**src/design/bhed_pkg.sv**
```systemverilog
// Shared types, constants and helpers for the backslash hex escape decoder.
package bhed_pkg;

  localparam logic [7:0] BACKSLASH_CHAR = 8'h5C;
  localparam logic [7:0] X_CHAR         = 8'h78;

  // Default depth of the queue between front and back.
  localparam int QUEUE_DEPTH_DEFAULT = 4;

  typedef enum logic [1:0] {
    PH_TEXT = 2'd0,
    PH_ESC  = 2'd1,
    PH_HEX0 = 2'd2,
    PH_HEX1 = 2'd3
  } phase_t;

  // Up to three decoded bytes caused by one input word, first in slot 0.
  typedef struct packed {
    logic [2:0][7:0] bytes;
    logic [1:0]      count;
    logic            last;
  } bundle_t;

  function automatic logic is_hex(input logic [7:0] c);
    is_hex = (c >= 8'h30 && c <= 8'h39) || (c >= 8'h61 && c <= 8'h66) ||
             (c >= 8'h41 && c <= 8'h46);
  endfunction

  function automatic logic [3:0] hex_nib(input logic [7:0] c);
    logic [7:0] v;
    v = 8'h00;
    if (c >= 8'h30 && c <= 8'h39) begin
      v = c - 8'h30;
    end else if (c >= 8'h61 && c <= 8'h66) begin
      v = c - 8'h57;
    end else if (c >= 8'h41 && c <= 8'h46) begin
      v = c - 8'h37;
    end
    hex_nib = v[3:0];
  endfunction

endpackage

```
**src/design/bhed_front.sv**
```systemverilog
// Front end: accept raw bytes, track the escape phase, build result bundles.
module bhed_front
  import bhed_pkg::*;
(
  input  logic       clk,
  input  logic       rst,
  input  logic       in_valid,
  output logic       in_stall,
  input  logic [7:0] in_byte,
  input  logic       is_last,
  input  logic       q_full,
  output logic       q_push,
  output bundle_t    q_data
);

  phase_t     phase, phase_next;
  logic [7:0] held, held_next;
  logic [2:0][7:0] slot;
  logic [1:0] n;
  logic       accept;

  assign in_stall = q_full;
  assign accept   = in_valid && !q_full;

  always_ff @(posedge clk) begin
    if (rst) begin
      phase <= PH_TEXT;
      held  <= 8'h00;
    end else if (accept) begin
      phase <= phase_next;
      held  <= held_next;
    end
  end

  always_comb begin
    phase_next = phase;
    held_next  = held;
    slot       = '0;
    n          = 2'd0;
    unique case (phase)
      PH_TEXT: begin
        if (in_byte == BACKSLASH_CHAR) begin
          phase_next = PH_ESC;
        end else begin
          slot[0] = in_byte;
          n       = 2'd1;
        end
      end
      PH_ESC: begin
        if (in_byte == X_CHAR) begin
          phase_next = PH_HEX0;
        end else begin
          phase_next = PH_TEXT;
          slot[0]    = in_byte;
          n          = 2'd1;
        end
      end
      PH_HEX0: begin
        if (is_hex(in_byte)) begin
          held_next  = in_byte;
          phase_next = PH_HEX1;
        end else begin
          phase_next = PH_TEXT;
          slot[0]    = X_CHAR;
          n          = 2'd1;
          if (in_byte == BACKSLASH_CHAR) begin
            phase_next = PH_ESC;
          end else begin
            slot[1] = in_byte;
            n       = 2'd2;
          end
        end
      end
      PH_HEX1: begin
        phase_next = PH_TEXT;
        held_next  = 8'h00;
        if (is_hex(in_byte)) begin
          slot[0] = {hex_nib(held), hex_nib(in_byte)};
          n       = 2'd1;
        end else begin
          slot[0] = X_CHAR;
          slot[1] = held;
          n       = 2'd2;
          if (in_byte == BACKSLASH_CHAR) begin
            phase_next = PH_ESC;
          end else begin
            slot[2] = in_byte;
            n       = 2'd3;
          end
        end
      end
      default: begin
        phase_next = PH_TEXT;
      end
    endcase

    // Flush a pending escape at string end; an open backslash is emitted after the
    // word's other output, the 'x' of a hex escape broken before a digit, or 'x' and the digit.
    if (is_last) begin
      unique case (phase_next)
        PH_ESC: begin
          case (n)
            2'd0:    slot[0] = BACKSLASH_CHAR;
            2'd1:    slot[1] = BACKSLASH_CHAR;
            default: slot[2] = BACKSLASH_CHAR;
          endcase
          n = n + 2'd1;
        end
        PH_HEX0: begin
          slot[0] = X_CHAR;
          n       = 2'd1;
        end
        PH_HEX1: begin
          slot[0] = X_CHAR;
          slot[1] = held_next;
          n       = 2'd2;
        end
        default: begin
        end
      endcase
      phase_next = PH_TEXT;
      held_next  = 8'h00;
    end
  end

  assign q_push       = accept && (n != 2'd0);
  assign q_data.bytes = slot;
  assign q_data.count = n;
  assign q_data.last  = is_last;

endmodule

```
**src/design/bhed_queue.sv**
```systemverilog
// Short queue of result bundles between front and back.
module bhed_queue
  import bhed_pkg::*;
#(
  parameter int DEPTH = QUEUE_DEPTH_DEFAULT
) (
  input  logic    clk,
  input  logic    rst,
  input  logic    push,
  input  bundle_t push_data,
  output logic    full,
  input  logic    pop,
  output logic    head_valid,
  output bundle_t head
);

  localparam int AW = (DEPTH > 1) ? $clog2(DEPTH) : 1;
  localparam int CW = $clog2(DEPTH + 1);
  localparam logic [AW-1:0] LAST_PTR = AW'(DEPTH - 1);
  localparam logic [CW-1:0] FULL_CNT = CW'(DEPTH);

  bundle_t       entries [DEPTH];
  logic [AW-1:0] wr_ptr, rd_ptr;
  logic [CW-1:0] fill;
  logic          do_push, do_pop;

  assign full       = (fill == FULL_CNT);
  assign head_valid = (fill != '0);
  assign head       = entries[rd_ptr];
  assign do_push    = push && !full;
  assign do_pop     = pop && head_valid;

  always_ff @(posedge clk) begin
    if (do_push) begin
      entries[wr_ptr] <= push_data;
    end
  end

  always_ff @(posedge clk) begin
    if (rst) begin
      wr_ptr <= '0;
      rd_ptr <= '0;
      fill   <= '0;
    end else begin
      if (do_push) begin
        wr_ptr <= (wr_ptr == LAST_PTR) ? '0 : wr_ptr + AW'(1);
      end
      if (do_pop) begin
        rd_ptr <= (rd_ptr == LAST_PTR) ? '0 : rd_ptr + AW'(1);
      end
      if (do_push && !do_pop) begin
        fill <= fill + CW'(1);
      end else if (do_pop && !do_push) begin
        fill <= fill - CW'(1);
      end
    end
  end

endmodule

```
**src/design/bhed_back.sv**
```systemverilog
// Back end: unpack bundles into single decoded bytes through an output register.
module bhed_back
  import bhed_pkg::*;
(
  input  logic       clk,
  input  logic       rst,
  input  logic       head_valid,
  input  bundle_t    head,
  output logic       pop,
  output logic       out_valid,
  input  logic       out_stall,
  output logic [7:0] out_byte,
  output logic       run_end,
  output logic       string_end
);

  logic [1:0] idx;
  logic       load, final_slot;
  logic [7:0] sel_byte;

  assign load       = head_valid && (!out_valid || !out_stall);
  assign final_slot = (idx == head.count - 2'd1);
  assign pop        = load && final_slot;

  always_comb begin
    case (idx)
      2'd0:    sel_byte = head.bytes[0];
      2'd1:    sel_byte = head.bytes[1];
      default: sel_byte = head.bytes[2];
    endcase
  end

  always_ff @(posedge clk) begin
    if (rst) begin
      out_valid <= 1'b0;
      idx       <= 2'd0;
    end else begin
      if (load) begin
        out_valid <= 1'b1;
        idx       <= final_slot ? 2'd0 : idx + 2'd1;
      end else if (!out_stall) begin
        out_valid <= 1'b0;
      end
    end
  end

  always_ff @(posedge clk) begin
    if (load) begin
      out_byte   <= sel_byte;
      run_end    <= final_slot;
      string_end <= final_slot && head.last;
    end
  end

endmodule

```
**src/design/backslash_hex_escape_decoder.sv**
```systemverilog
// Top level of the backslash hex escape decoder.
//
// Input channel: one raw byte per word (in_byte) with is_last marking the
// final byte of a string; a word is taken when in_valid is high and in_stall
// is low. Output channel: one decoded byte per word (out_byte), with run_end
// on the last result caused by an input word and string_end on the final
// byte of the string; taken when out_valid is high and out_stall is low.
// Throughput: one input word per cycle while each word yields at most one
// byte and out_stall stays low; the bytes of a word that yields two or three
// leave one at a time, and the queue between front and back absorbs short bursts.
// Each result bundle is written into the queue at the accepting edge; the
// output register loads from the queue head when the output is free. Words
// that only open an escape produce nothing.
// in_stall rises only when the bundle queue is full; out_stall holds the
// output register and the queue fills behind it.
// Reset clears the escape phase, the queue and the output valid; no clearing
// pass is needed.
module backslash_hex_escape_decoder
  import bhed_pkg::*;
#(
  parameter int QUEUE_DEPTH = QUEUE_DEPTH_DEFAULT
) (
  input  logic       clk,
  input  logic       rst,
  input  logic       in_valid,
  output logic       in_stall,
  input  logic [7:0] in_byte,
  input  logic       is_last,
  output logic       out_valid,
  input  logic       out_stall,
  output logic [7:0] out_byte,
  output logic       run_end,
  output logic       string_end
);

  bundle_t push_data, head;
  logic    push, full, pop, head_valid;

  // Front: classify each byte and build the results it causes.
  bhed_front u_front (
    .clk      (clk),
    .rst      (rst),
    .in_valid (in_valid),
    .in_stall (in_stall),
    .in_byte  (in_byte),
    .is_last  (is_last),
    .q_full   (full),
    .q_push   (push),
    .q_data   (push_data)
  );

  // Hold bundles so front and back stall independently.
  bhed_queue #(
    .DEPTH (QUEUE_DEPTH)
  ) u_queue (
    .clk        (clk),
    .rst        (rst),
    .push       (push),
    .push_data  (push_data),
    .full       (full),
    .pop        (pop),
    .head_valid (head_valid),
    .head       (head)
  );

  // Back: drain one byte per cycle into the output register while out_stall is low.
  bhed_back u_back (
    .clk        (clk),
    .rst        (rst),
    .head_valid (head_valid),
    .head       (head),
    .pop        (pop),
    .out_valid  (out_valid),
    .out_stall  (out_stall),
    .out_byte   (out_byte),
    .run_end    (run_end),
    .string_end (string_end)
  );

endmodule
```
**config.mk**
```make
export PLATFORM = sky130hd
export DESIGN_NAME = backslash_hex_escape_decoder
export DESIGN_NICKNAME = d
export VERILOG_FILES = /design/src/design/bhed_pkg.sv /design/src/design/bhed_front.sv /design/src/design/bhed_queue.sv /design/src/design/bhed_back.sv /design/src/design/backslash_hex_escape_decoder.sv
export SDC_FILE = /design/constraint.sdc
export NUM_CORES = 1
export LEC_CHECK = 0
export ABC_CLOCK_PERIOD_IN_PS = 10600
export BUFFER_PORTS_ARGS = -buffer_cell sky130_fd_sc_hd__clkbuf_2
export CELL_PAD_IN_SITES_DETAIL_PLACEMENT = 1
export CELL_PAD_IN_SITES_GLOBAL_PLACEMENT = 1
export CORE_MARGIN = 2
export CORE_UTILIZATION = 45
export CTS_CLUSTER_DIAMETER = 40
export DETAILED_ROUTE_END_ITERATION = 16
export GPL_TIMING_DRIVEN = 0
export PLACE_DENSITY = 0.77
export SYNTH_ARGS = -nofsm -noshare
export SYNTH_HDL_FRONTEND = slang
export SYNTH_SLANG_ARGS = --single-unit
```
**constraint.sdc**
```tcl
create_clock -name clk -period 10.6 [get_ports clk]
set_clock_uncertainty 0.15 [all_clocks]
set_input_delay 0.53 -clock clk [delete_from_list [all_inputs] [get_ports clk]]
set_output_delay 0.53 -clock clk [all_outputs]
set_load 0.01 [all_outputs]
```
==> run metrics, run 1 <==
status=complete, no violations; DR pass1 iterations=5; Total Power=1719 uW; Die ar.=15790 sq um; initial core utilization=0.4599; Post-DRT Antenna Nets=0; gr ovfl total=0; M3 GR Usage=0.05098; total wire length=17190 microns; final worst-path cycle share=0.4822; Main synth FF type=edfxtp_1; Design Area, Final=7635 sq um; share of cells above drive strength 1=0.1989; wire per inst=between 20 and 25 microns; RSZ-0062 raised after global routing=false; setup violators final=0; Pwr Density=225.2 nW/um^2; # diodes=0; Setup TNS Final=0 ns; gr usage total=0.2288; post-synthesis register bit count=140; gr busiest metal=met2; max_slew headroom=0.3521; ys async rst share=0; num rows=44; Hold Fails Final Rpt=0; clock transition at the registers of the reported paths=0.06 ns; CP startpoint kind=input port; warnings from Yosys=0; first-pass GRT wire length=approximately 27000 microns; Chip Width=125.6 microns; Clk Latency, worst-skew pair=0.42 ns; DIE HEIGHT=125.6 microns; Post-CTS Hold Buffers=0; DR iter-0 viols=388; core area=14480 sq um; GRT met2 Usage=0.3803; Cells after Synth=480; Yosys cell types=71; final worst setup slack=5.489 ns; pin count of the biggest net entering global routing=28; number of buffers created by CTS=17; Post-Syn Area=6659 sq um; most common cell after layout, fill and taps aside=edfxtp_1; Placer Congestion=~0.91; clock sink total=140; CTS resizes=0; Longest Clk Path Bufs=2; worst endpoint required time=roughly 11 ns; fmax=0.1956 GHz; worst-path maximum fanout=10; number of flops mapped to enable cells by yosys=118; H-tree depth=4; nets=553; Post-CTS Setup Bufs=0; leakage=between 0.002 and 0.003 uW; Area growth, synth to finish=14.66%; commonest non-fill, non-tap cells in the layout=118 x edfxtp_1, 27 x mux4_2, 26 x nand2_1, 24 x inv_1, 23 x clkbuf_2; met1 usage=0.2985; Max VDD drop=0.1019 mV; Fin Hold WS=0.2181 ns; Worst setup EP type=flop; via count=4373; Post-DP HPWL=between 10000 and 15000 microns; DRC=0; CTS tree=built; IO Port Bufs=21; Post-Place Setup Slack=5.140 ns; initial antenna violation count=0; root buf cell=clkbuf_16; vias in the first global route=approximately 4700; post-synthesis sequential area ratio=0.5983; max cap viols=0; syn_area_per_cell=13.87 sq um; DP Area=7024 sq um; syn nets=512; HP Class=in -> reg; CP arrival=5.31 ns; fin crit period=5.111 ns; Slew Limit Fails=0; critical path class=in -> reg; number of placed I/O pins=25; vias per cell=between 6 and 7; worst-margin pin slew=0.9698 ns
## cells by family (layout without fill, tap and decap cells)
logic type	after synthesis	in the layout	share of synthesized area
muxes	34	34	0.1026
and+or+nand+nor	137	137	0.1133
adders and majority gates	19	19	0.03683
xor gates and xnor gates	3	3	0.003947
AOI/OAI and AO/OA	97	97	0.1111
DFF	140	140	0.5983
buffers and inverters	50	103	0.03401
## final timing paths
path / cells after the start / slack, ns / start / endpoint
setup / recovery: 20 / 5.49 / in_byte[1] / u_queue.fill[2]
hold / removal: 3 / 0.22 / out_stall / u_back.out_valid
setup reg to reg: 16 / 6.20 / u_front.phase[0] / u_queue.fill[2]
hold reg to reg: 2 / 0.34 / u_back.out_valid / u_back.out_valid
## where the power goes
| group | switching, uW | internal [uW] | total, uW |
|---|---|---|---|
| registers | 26.5 | 687 | 714 |
| logic | 227 | 169 | 396 |
| clock network | 219 | 391 | 610 |
## metal layers
layer / vias up / wire length [microns]
met3: 28 / 693
met2: 121 / 8578
met5: - / 0
met4: 0 / 386
li1: 1980 / -
met1: 2244 / 7533
## through the flow
step,util,std cells
after detailed placement,0.4851,685
after global placement,0.4831,685
after global routing,0.5273,717
after CTS,0.5269,716
final,0.5273,717
after floorplan,-,480
## area by class of cell
| class | count | area, sq um |
|---|---|---|
| clock buffers | 19 | 432.9 |
| flip-flops and latches | 140 | 3984 |
| plain buffers | 26 | 136.4 |
| fillers | 1421 | 6844 |
| clock inverters | 12 | 171.4 |
| multi-input cells | 290 | 2480 |
| inverters | 24 | 90.09 |
| well taps | 184 | 230.2 |
| repair buffers | 22 | 110.1 |
## critical path, cell delays in order
cell and delay [ns]:
clkbuf_2 0.17, inv_1 0.21, ha_1 0.30, or3b_1 0.40
a222oi_1 0.44, o221a_2 0.38, buf_6 0.18, nand3_1 0.13
ha_1 0.34, nand2_1 0.08, nand2_1 0.08, a211oi_1 0.39
a211oi_4 0.22, inv_1 0.11, ha_1 0.20, inv_1 0.07
fa_1 0.40, xor2_1 0.20, or3_1 0.33, a21oi_1 0.15
## synthesized netlist by cell type (4+ instances only)
cell / count / area share
a221o_1: 9 / 0.014
clkbuf_1: 13 / 0.0073
o21ai_0: 12 / 0.0090
mux4_2: 27 / 0.091
or3_1: 4 / 0.0038
a21oi_1: 18 / 0.014
nor2b_1: 17 / 0.016
dfxtp_1: 22 / 0.066
a31oi_1: 4 / 0.0038
buf_2: 6 / 0.0045
nand2_1: 26 / 0.015
nand4_1: 5 / 0.0047
and3_1: 5 / 0.0047
inv_1: 24 / 0.014
buf_6: 4 / 0.0068
a22o_1: 8 / 0.011
edfxtp_1: 118 / 0.53
nor3_1: 9 / 0.0068
nand2b_1: 8 / 0.0075
ha_1: 18 / 0.034
mux2_2: 4 / 0.0068
nor2_1: 18 / 0.010
o31ai_1: 8 / 0.0090
nand3_1: 22 / 0.017
## registers in the layout (all words and copies together), names as in the netlist, named ones only
register           count
u_front.held           8
u_front.phase          2
u_back.out_valid       1
u_queue.fill           3
u_queue.rd_ptr         2
u_queue.entries      108
u_queue.wr_ptr         2
u_back.out_byte        8
u_back.idx             2
u_back.string_end      1
u_back.run_end         1
No activity file was read; power rests on OpenSTA's default activity.
==> run 2, diff against run 1 <==
--- a/config.mk
+++ b/config.mk
@@ -5,7 +5,7 @@
 export SDC_FILE = /design/constraint.sdc
 export NUM_CORES = 1
 export LEC_CHECK = 0
-export ABC_CLOCK_PERIOD_IN_PS = 10600
+export ABC_CLOCK_PERIOD_IN_PS = 5240
 export BUFFER_PORTS_ARGS = -buffer_cell sky130_fd_sc_hd__clkbuf_2
 export CELL_PAD_IN_SITES_DETAIL_PLACEMENT = 1
 export CELL_PAD_IN_SITES_GLOBAL_PLACEMENT = 1
==> constraint.sdc (replaced) <==
create_clock -name clk -period 5.24 [get_ports clk]
set_clock_uncertainty 0.15 [all_clocks]
set_input_delay 0.262 -clock clk [delete_from_list [all_inputs] [get_ports clk]]
set_output_delay 0.262 -clock clk [all_outputs]
set_load 0.01 [all_outputs]
==> run 2 against run 1 <==
Net effect: first-iteration DRC count is 3.4% lower; sequential power is 100% higher; non-clock buffer count is 2 higher; register-to-register slack worse by 5.4 ns; count of clock-buffer cells in the layout stayed put; clock power is 100% higher; critical path depth is 1 lower; highest routed layer unchanged.
==> run metrics, run 2 (same netlist as run 1, synthesis figures left out) <==
CP arrival=5.08 ns (was 5.31 ns); Hold Path Sink=u_front.held[4] (was u_back.out_valid); max cap viols=0 (unchanged); num rows=44 (unchanged); wire per inst=23.99 microns (was 23.98 microns); CP startpoint kind=input port (unchanged); Post-DP HPWL=12030 microns (unchanged); leakage=0.002598 uW (was 0.002590 uW); Max VDD drop=0.2060 mV (was 0.1019 mV); via count=4378 (was 4373); placed insts=685 (unchanged); core area=14480 sq um (unchanged); FF-to-FF Start=u_front.phase[0] (unchanged); HP Class=in -> reg (unchanged); clock sink total=140 (unchanged); Worst setup EP type=flop (unchanged); commonest non-fill, non-tap cells in the layout=118 x edfxtp_1, 27 x mux4_2, 26 x nand2_1, 24 x inv_1, 23 x clkbuf_2 (unchanged); CTS tree=built (unchanged); nets=555 (was 553); pin count of the biggest net entering global routing=28 (unchanged); worst hold stages=2 (was 3); Chip Width=125.6 microns (unchanged); number of buffers created by CTS=17 (unchanged); first-pass GRT wire length=27430 microns (was 27380 microns); H-tree depth=4 (unchanged); reg2reg end=u_queue.fill[2] (unchanged); gr ovfl total=0 (unchanged); r2r worst-path depth=16 (unchanged); HP Start=in_byte[4] (was out_stall); CTS resizes=0 (unchanged); worst-margin pin slew=0.9639 ns (was 0.9698 ns); vias in the first global route=4691 (was 4682); root buf cell=clkbuf_16 (unchanged); Non-Filler Instances=719 (was 717); clock transition at the registers of the reported paths=0.06 ns (about the same); worst endpoint required time=5.43 ns (was 10.80 ns); # diodes=0 (unchanged); DRC=0 (unchanged); Pwr Density=454.5 nW/um^2 (was 225.2 nW/um^2); DR pass1 iterations=5 (unchanged); share of cells above drive strength 1=0.1981 (was 0.1989); worst-path maximum fanout=10 (unchanged); most common cell after layout, fill and taps aside=edfxtp_1 (unchanged); IO Port Bufs=21 (unchanged); Placer Congestion=0.9106 (unchanged); fill count=1420 (was 1421); RSZ-0062 raised after global routing=false (unchanged); DIE HEIGHT=125.6 microns (unchanged); Post-CTS Setup Bufs=0 (unchanged); max_slew headroom=0.3561 (was 0.3521); final worst-path cycle share=0.9329; Longest Clk Path Bufs=2 (unchanged); Slew Limit Fails=0 (unchanged); fmax=approximately 0.20 GHz; biggest regs=u_queue.entries x108, u_back.out_byte x8, u_front.held x8 (unchanged); Area growth, synth to finish=14.96% (was 14.66%); Die ar.=15790 sq um (unchanged); initial antenna violation count=0 (unchanged); number of placed I/O pins=25 (unchanged); Post-DRT Antenna Nets=0 (unchanged); status=complete, no violations (unchanged); max FFs per register=108 (unchanged); Clk Latency, worst-skew pair=0.42 ns (about the same); Reg2Reg Setup Slack=0.84 ns (was 6.20 ns); fin util=0.5287 (was 0.5273); critical path class=in -> reg (unchanged); total wire length=17250 microns (was 17190 microns); DR iter-0 viols=375 (was 388); fin crit period=4.889 ns; Hold Fails Final Rpt=0 (unchanged); vias per cell=6.089 (was 6.099); gr usage total=0.2293 (was 0.2288); Top reg by flops=u_queue.entries (unchanged); setup violators final=0 (unchanged); initial core utilization=0.4599 (unchanged)
-- run 2: per-layer routing --
layer | vias to the layer above | track usage | wire (microns)
met5 | - | 0 | 0
met4 | 0 | 0.07974 | 362
met3 | 26 | 0.05098 | 687
met2 | 113 | 0.3816 | 8617
met1 | 2258 | 0.2987 | 7583
li1 | 1981 | - | -
-- run 2: critical path, cell delays in order --
cell and delay [ns]:
dlygate4sd3_1 0.55, buf_6 0.15, or3b_1 0.40, a222oi_1 0.45, o221a_2 0.38, buf_6 0.18
nand3_1 0.13, ha_1 0.34, nand2_1 0.08, nand2_1 0.08, a211oi_1 0.39, a211oi_4 0.22
inv_1 0.11, ha_1 0.20, inv_1 0.07, fa_1 0.40, xor2_1 0.20, or3_1 0.33
a21oi_1 0.15
-- run 2: timing repair --
item | 4_1_cts | 5_1_grt
hold buffers | 2 | 0
endpoints found under the hold margin | 2 | 0
setup endpoints to repair | 0 | 0
-- run 2: report_power, final --
| group | total, uW | switching [uW] | internal (uW) |
|---|---|---|---|
| Sequential | 1440 | 53.6 | 1390 |
| Clock | 1230 | 442 | 791 |
| Combinational | 803 | 460 | 343 |
| Total | 3480 | 955 | 2520 |
-- run 2: worst max path at each step --
| stage | start | to | slack, ns |
|---|---|---|---|
| after floorplan | in_byte[0] | u_queue.entries[0][0] | 0.60 |
| after global placement | in_byte[1] | u_queue.entries[1][24] | -0.89 |
| after CTS | in_byte[3] | u_queue.fill[2] | 0.38 |
| final | in_byte[3] | u_queue.fill[2] | 0.35 |
| after global routing | in_byte[1] | u_queue.fill[2] | 0.13 |
| after detailed placement | in_byte[1] | u_queue.fill[2] | 0.05 |
-- run 2: layout make-up --
class / count / area (sq um) / area share
clock buffer: 19 / 432.9 / 0.05655
timing repair buffer: 24 / 130.1 / 0.01700
tap: 184 / 230.2 / 0.03008
sequential: 140 / 3984 / 0.5204
clock inverter: 12 / 171.4 / 0.02239
inverter: 24 / 90.09 / 0.01177
multi-input combinational: 290 / 2480 / 0.3240
buffer: 26 / 136.4 / 0.01782
-- run 2: through the flow --
step | TNS [ns] | instance area (sq um) | setup slack (ns) | hold WS [ns] | power [uW]
after floorplan | 0 | 6659 | 0.6013 | 0.2109 | 2002
after global placement | -94.96 | 6994 | -0.8904 | 0.3042 | 2203
after detailed placement | 0 | 7024 | 0.04764 | 0.3224 | 2275
after CTS | 0 | 7649 | 0.3833 | 0.03544 | 3514
after global routing | 0 | 7655 | 0.1317 | 0.04526 | 3633
final | 0 | 7655 | 0.3514 | 0.05362 | 3479
==> run 3, diff against run 2 <==
--- a/config.mk
+++ b/config.mk
@@ -8,13 +8,13 @@
 export ABC_CLOCK_PERIOD_IN_PS = 5240
 export BUFFER_PORTS_ARGS = -buffer_cell sky130_fd_sc_hd__clkbuf_2
 export CELL_PAD_IN_SITES_DETAIL_PLACEMENT = 1
-export CELL_PAD_IN_SITES_GLOBAL_PLACEMENT = 1
+export CELL_PAD_IN_SITES_GLOBAL_PLACEMENT = 2
 export CORE_MARGIN = 2
 export CORE_UTILIZATION = 45
 export CTS_CLUSTER_DIAMETER = 40
 export DETAILED_ROUTE_END_ITERATION = 16
 export GPL_TIMING_DRIVEN = 0
-export PLACE_DENSITY = 0.77
+export PLACE_DENSITY = 0.87
 export SYNTH_ARGS = -nofsm -noshare
 export SYNTH_HDL_FRONTEND = slang
 export SYNTH_SLANG_ARGS = --single-unit
==> run 3 against run 2 <==
Net effect: total power fell by 2.4%; critical path type unchanged; largest power group unchanged; register-to-register slack better by 0.12 ns; clock power shrank 5%; non-clock buffer count is 1 lower; first-iteration DRC count down 16%; combinational power down 2%; critical endpoint unchanged; wire length down 2.0%; critical path depth unchanged; worst setup slack better by 0.075 ns; global-route usage is 0.61 points lower; largest cell class unchanged.
==> run metrics, run 3 (same netlist as run 1, synthesis figures left out) <==
Max VDD drop=0.2442 mV (was 0.2060 mV); Pwr Density=445.7 nW/um^2 (was 454.5 nW/um^2); Die ar.=15790 sq um (unchanged); Worst setup EP type=flop (unchanged); DR pass1 iterations=5 (unchanged); clock sink total=140 (unchanged); DRC=0 (unchanged); final worst setup slack=0.4264 ns (was 0.3514 ns); Area growth, synth to finish=14.43% (was 14.96%); initial core utilization=0.4599 (unchanged); commonest non-fill, non-tap cells in the layout=118 x edfxtp_1, 27 x mux4_2, 26 x nand2_1, 24 x inv_1 (was 118 x edfxtp_1, 27 x mux4_2, 26 x nand2_1, 24 x inv_1, 23 x clkbuf_2); first-pass GRT wire length=26560 microns (was 27430 microns); Hold Fails Final Rpt=0 (unchanged); DIE HEIGHT=125.6 microns (unchanged); max cap viols=0 (unchanged); Top reg by flops=u_queue.entries (unchanged); num rows=44 (unchanged); # diodes=0 (unchanged); CTS resizes=0 (unchanged); fin crit period=4.814 ns (was 4.889 ns); max_slew headroom=0.1651 (was 0.3561); Total Power=3396 uW (was 3479 uW); CP arrival=5.01 ns (was 5.08 ns); gr ovfl total=0 (unchanged); vias in the first global route=4615 (was 4691); fmax=0.2077 GHz (was 0.2046 GHz); Post-Place Setup Slack=0.03399 ns (was 0.04764 ns); pin count of the biggest net entering global routing=28 (unchanged); Placer Congestion=0.8684 (was 0.9106); Post-CTS Setup Bufs=0 (unchanged); nets=554 (was 555); Slew Limit Fails=0 (unchanged); CP startpoint kind=input port (unchanged); vias per cell=6.053 (was 6.089); critical path class=in -> reg (unchanged); final worst-path cycle share=0.9186 (was 0.9329); share of cells above drive strength 1=0.2037 (was 0.1981); Post-DP HPWL=11960 microns (was 12030 microns); root buf cell=clkbuf_16 (unchanged); Longest Clk Path Bufs=2 (unchanged); CTS tree=built (unchanged); number of buffers created by CTS=17 (unchanged); biggest regs=u_queue.entries x108, u_back.out_byte x8, u_front.held x8 (unchanged); status=complete, no violations (unchanged); max FFs per register=108 (unchanged); RSZ-0062 raised after global routing=false (unchanged); worst endpoint required time=5.44 ns (was 5.43 ns); total wire length=16910 microns (was 17250 microns); Post-DRT Antenna Nets=0 (unchanged); H-tree depth=4 (unchanged); IO Port Bufs=21 (unchanged); HP Class=in -> reg (unchanged); number of placed I/O pins=25 (unchanged); worst-path maximum fanout=10 (unchanged); initial antenna violation count=0 (unchanged); Setup TNS Final=0 ns (unchanged); Clk Latency, worst-skew pair=0.43 ns (was 0.42 ns); gr usage total=0.2232 (was 0.2293); Chip Width=125.6 microns (unchanged); via count=4352 (was 4378); worst-margin pin slew=1.221 ns (was 0.9639 ns); core area=14480 sq um (unchanged); most common cell after layout, fill and taps aside=edfxtp_1 (unchanged); wire per inst=23.52 microns (was 23.99 microns); setup violators final=0 (unchanged); Post-CTS Hold Buffers=2 (unchanged); leakage=0.002578 uW (was 0.002598 uW); DR iter-0 viols=316 (was 375); clock transition at the registers of the reported paths=0.06 ns (about the same)
==> run 3: report_power, final <==
part | switching (uW) | internal [uW] | leakage (uW) | total, uW
registers | 54.5 | 1390 | 0.00126 | 1440
clock network | 464 | 703 | 0.000278 | 1170
logic | 443 | 342 | 0.00104 | 785
==> run 3: routing by layer <==
layer,part of all wire,GRT usage,vias to the layer above
met2,0.51,0.3777,122
met4,0.016,0.07843,0
met5,0,0,-
met1,0.44,0.2902,2224
li1,-,-,1980
met3,0.041,0.04163,26
==> run 3: stage by stage <==
stage               hold WS, ns  instances  utilization  instance area [sq um]
floorplan                0.2109        480            -                   6659
global placement         0.3028        685       0.4831                   6994
detailed placement       0.3223        685       0.4851                   7024
CTS                     0.04350        719       0.5263                   7620
global route            0.07342        719       0.5263                   7620
finish                  0.05652        719       0.5263                   7620
==> run 3: critical path, stage by stage <==
cell and delay [ns]:
dlygate4sd3_1 0.55, buf_6 0.15, or3b_1 0.42, a222oi_1 0.44, o221a_2 0.38, buf_6 0.18
nand3_1 0.12, ha_1 0.35, nand2_1 0.08, nand2_1 0.07, a211oi_1 0.38, a211oi_4 0.22
inv_1 0.11, ha_1 0.19, inv_1 0.06, fa_1 0.37, xor2_1 0.18, or3_1 0.31
a21oi_1 0.18
==> run 3: layout make-up <==
type	instances	area, sq um
Timing Repair Buffer	23	125.1
Fill cell	1417	6859
Clock inverter	13	142.6
Inverter	24	90.09
Buffer	26	136.4
Sequential cell	140	3984
Clock buffer	19	432.9
Tap cell	184	230.2
Multi-Input combinational cell	290	2479
==> run 3: path summary, 6_finish.rpt <==
kind / from / to / slack [ns] / depth (start not counted)
setup / recovery: in_byte[3] / u_queue.fill[2] / 0.43 / 19
hold / removal: in_byte[4] / u_front.held[4] / 0.06 / 2
setup reg to reg: u_front.phase[0] / u_queue.fill[2] / 0.96 / 16
hold reg to reg: u_back.out_valid / u_back.out_valid / 0.34 / 2
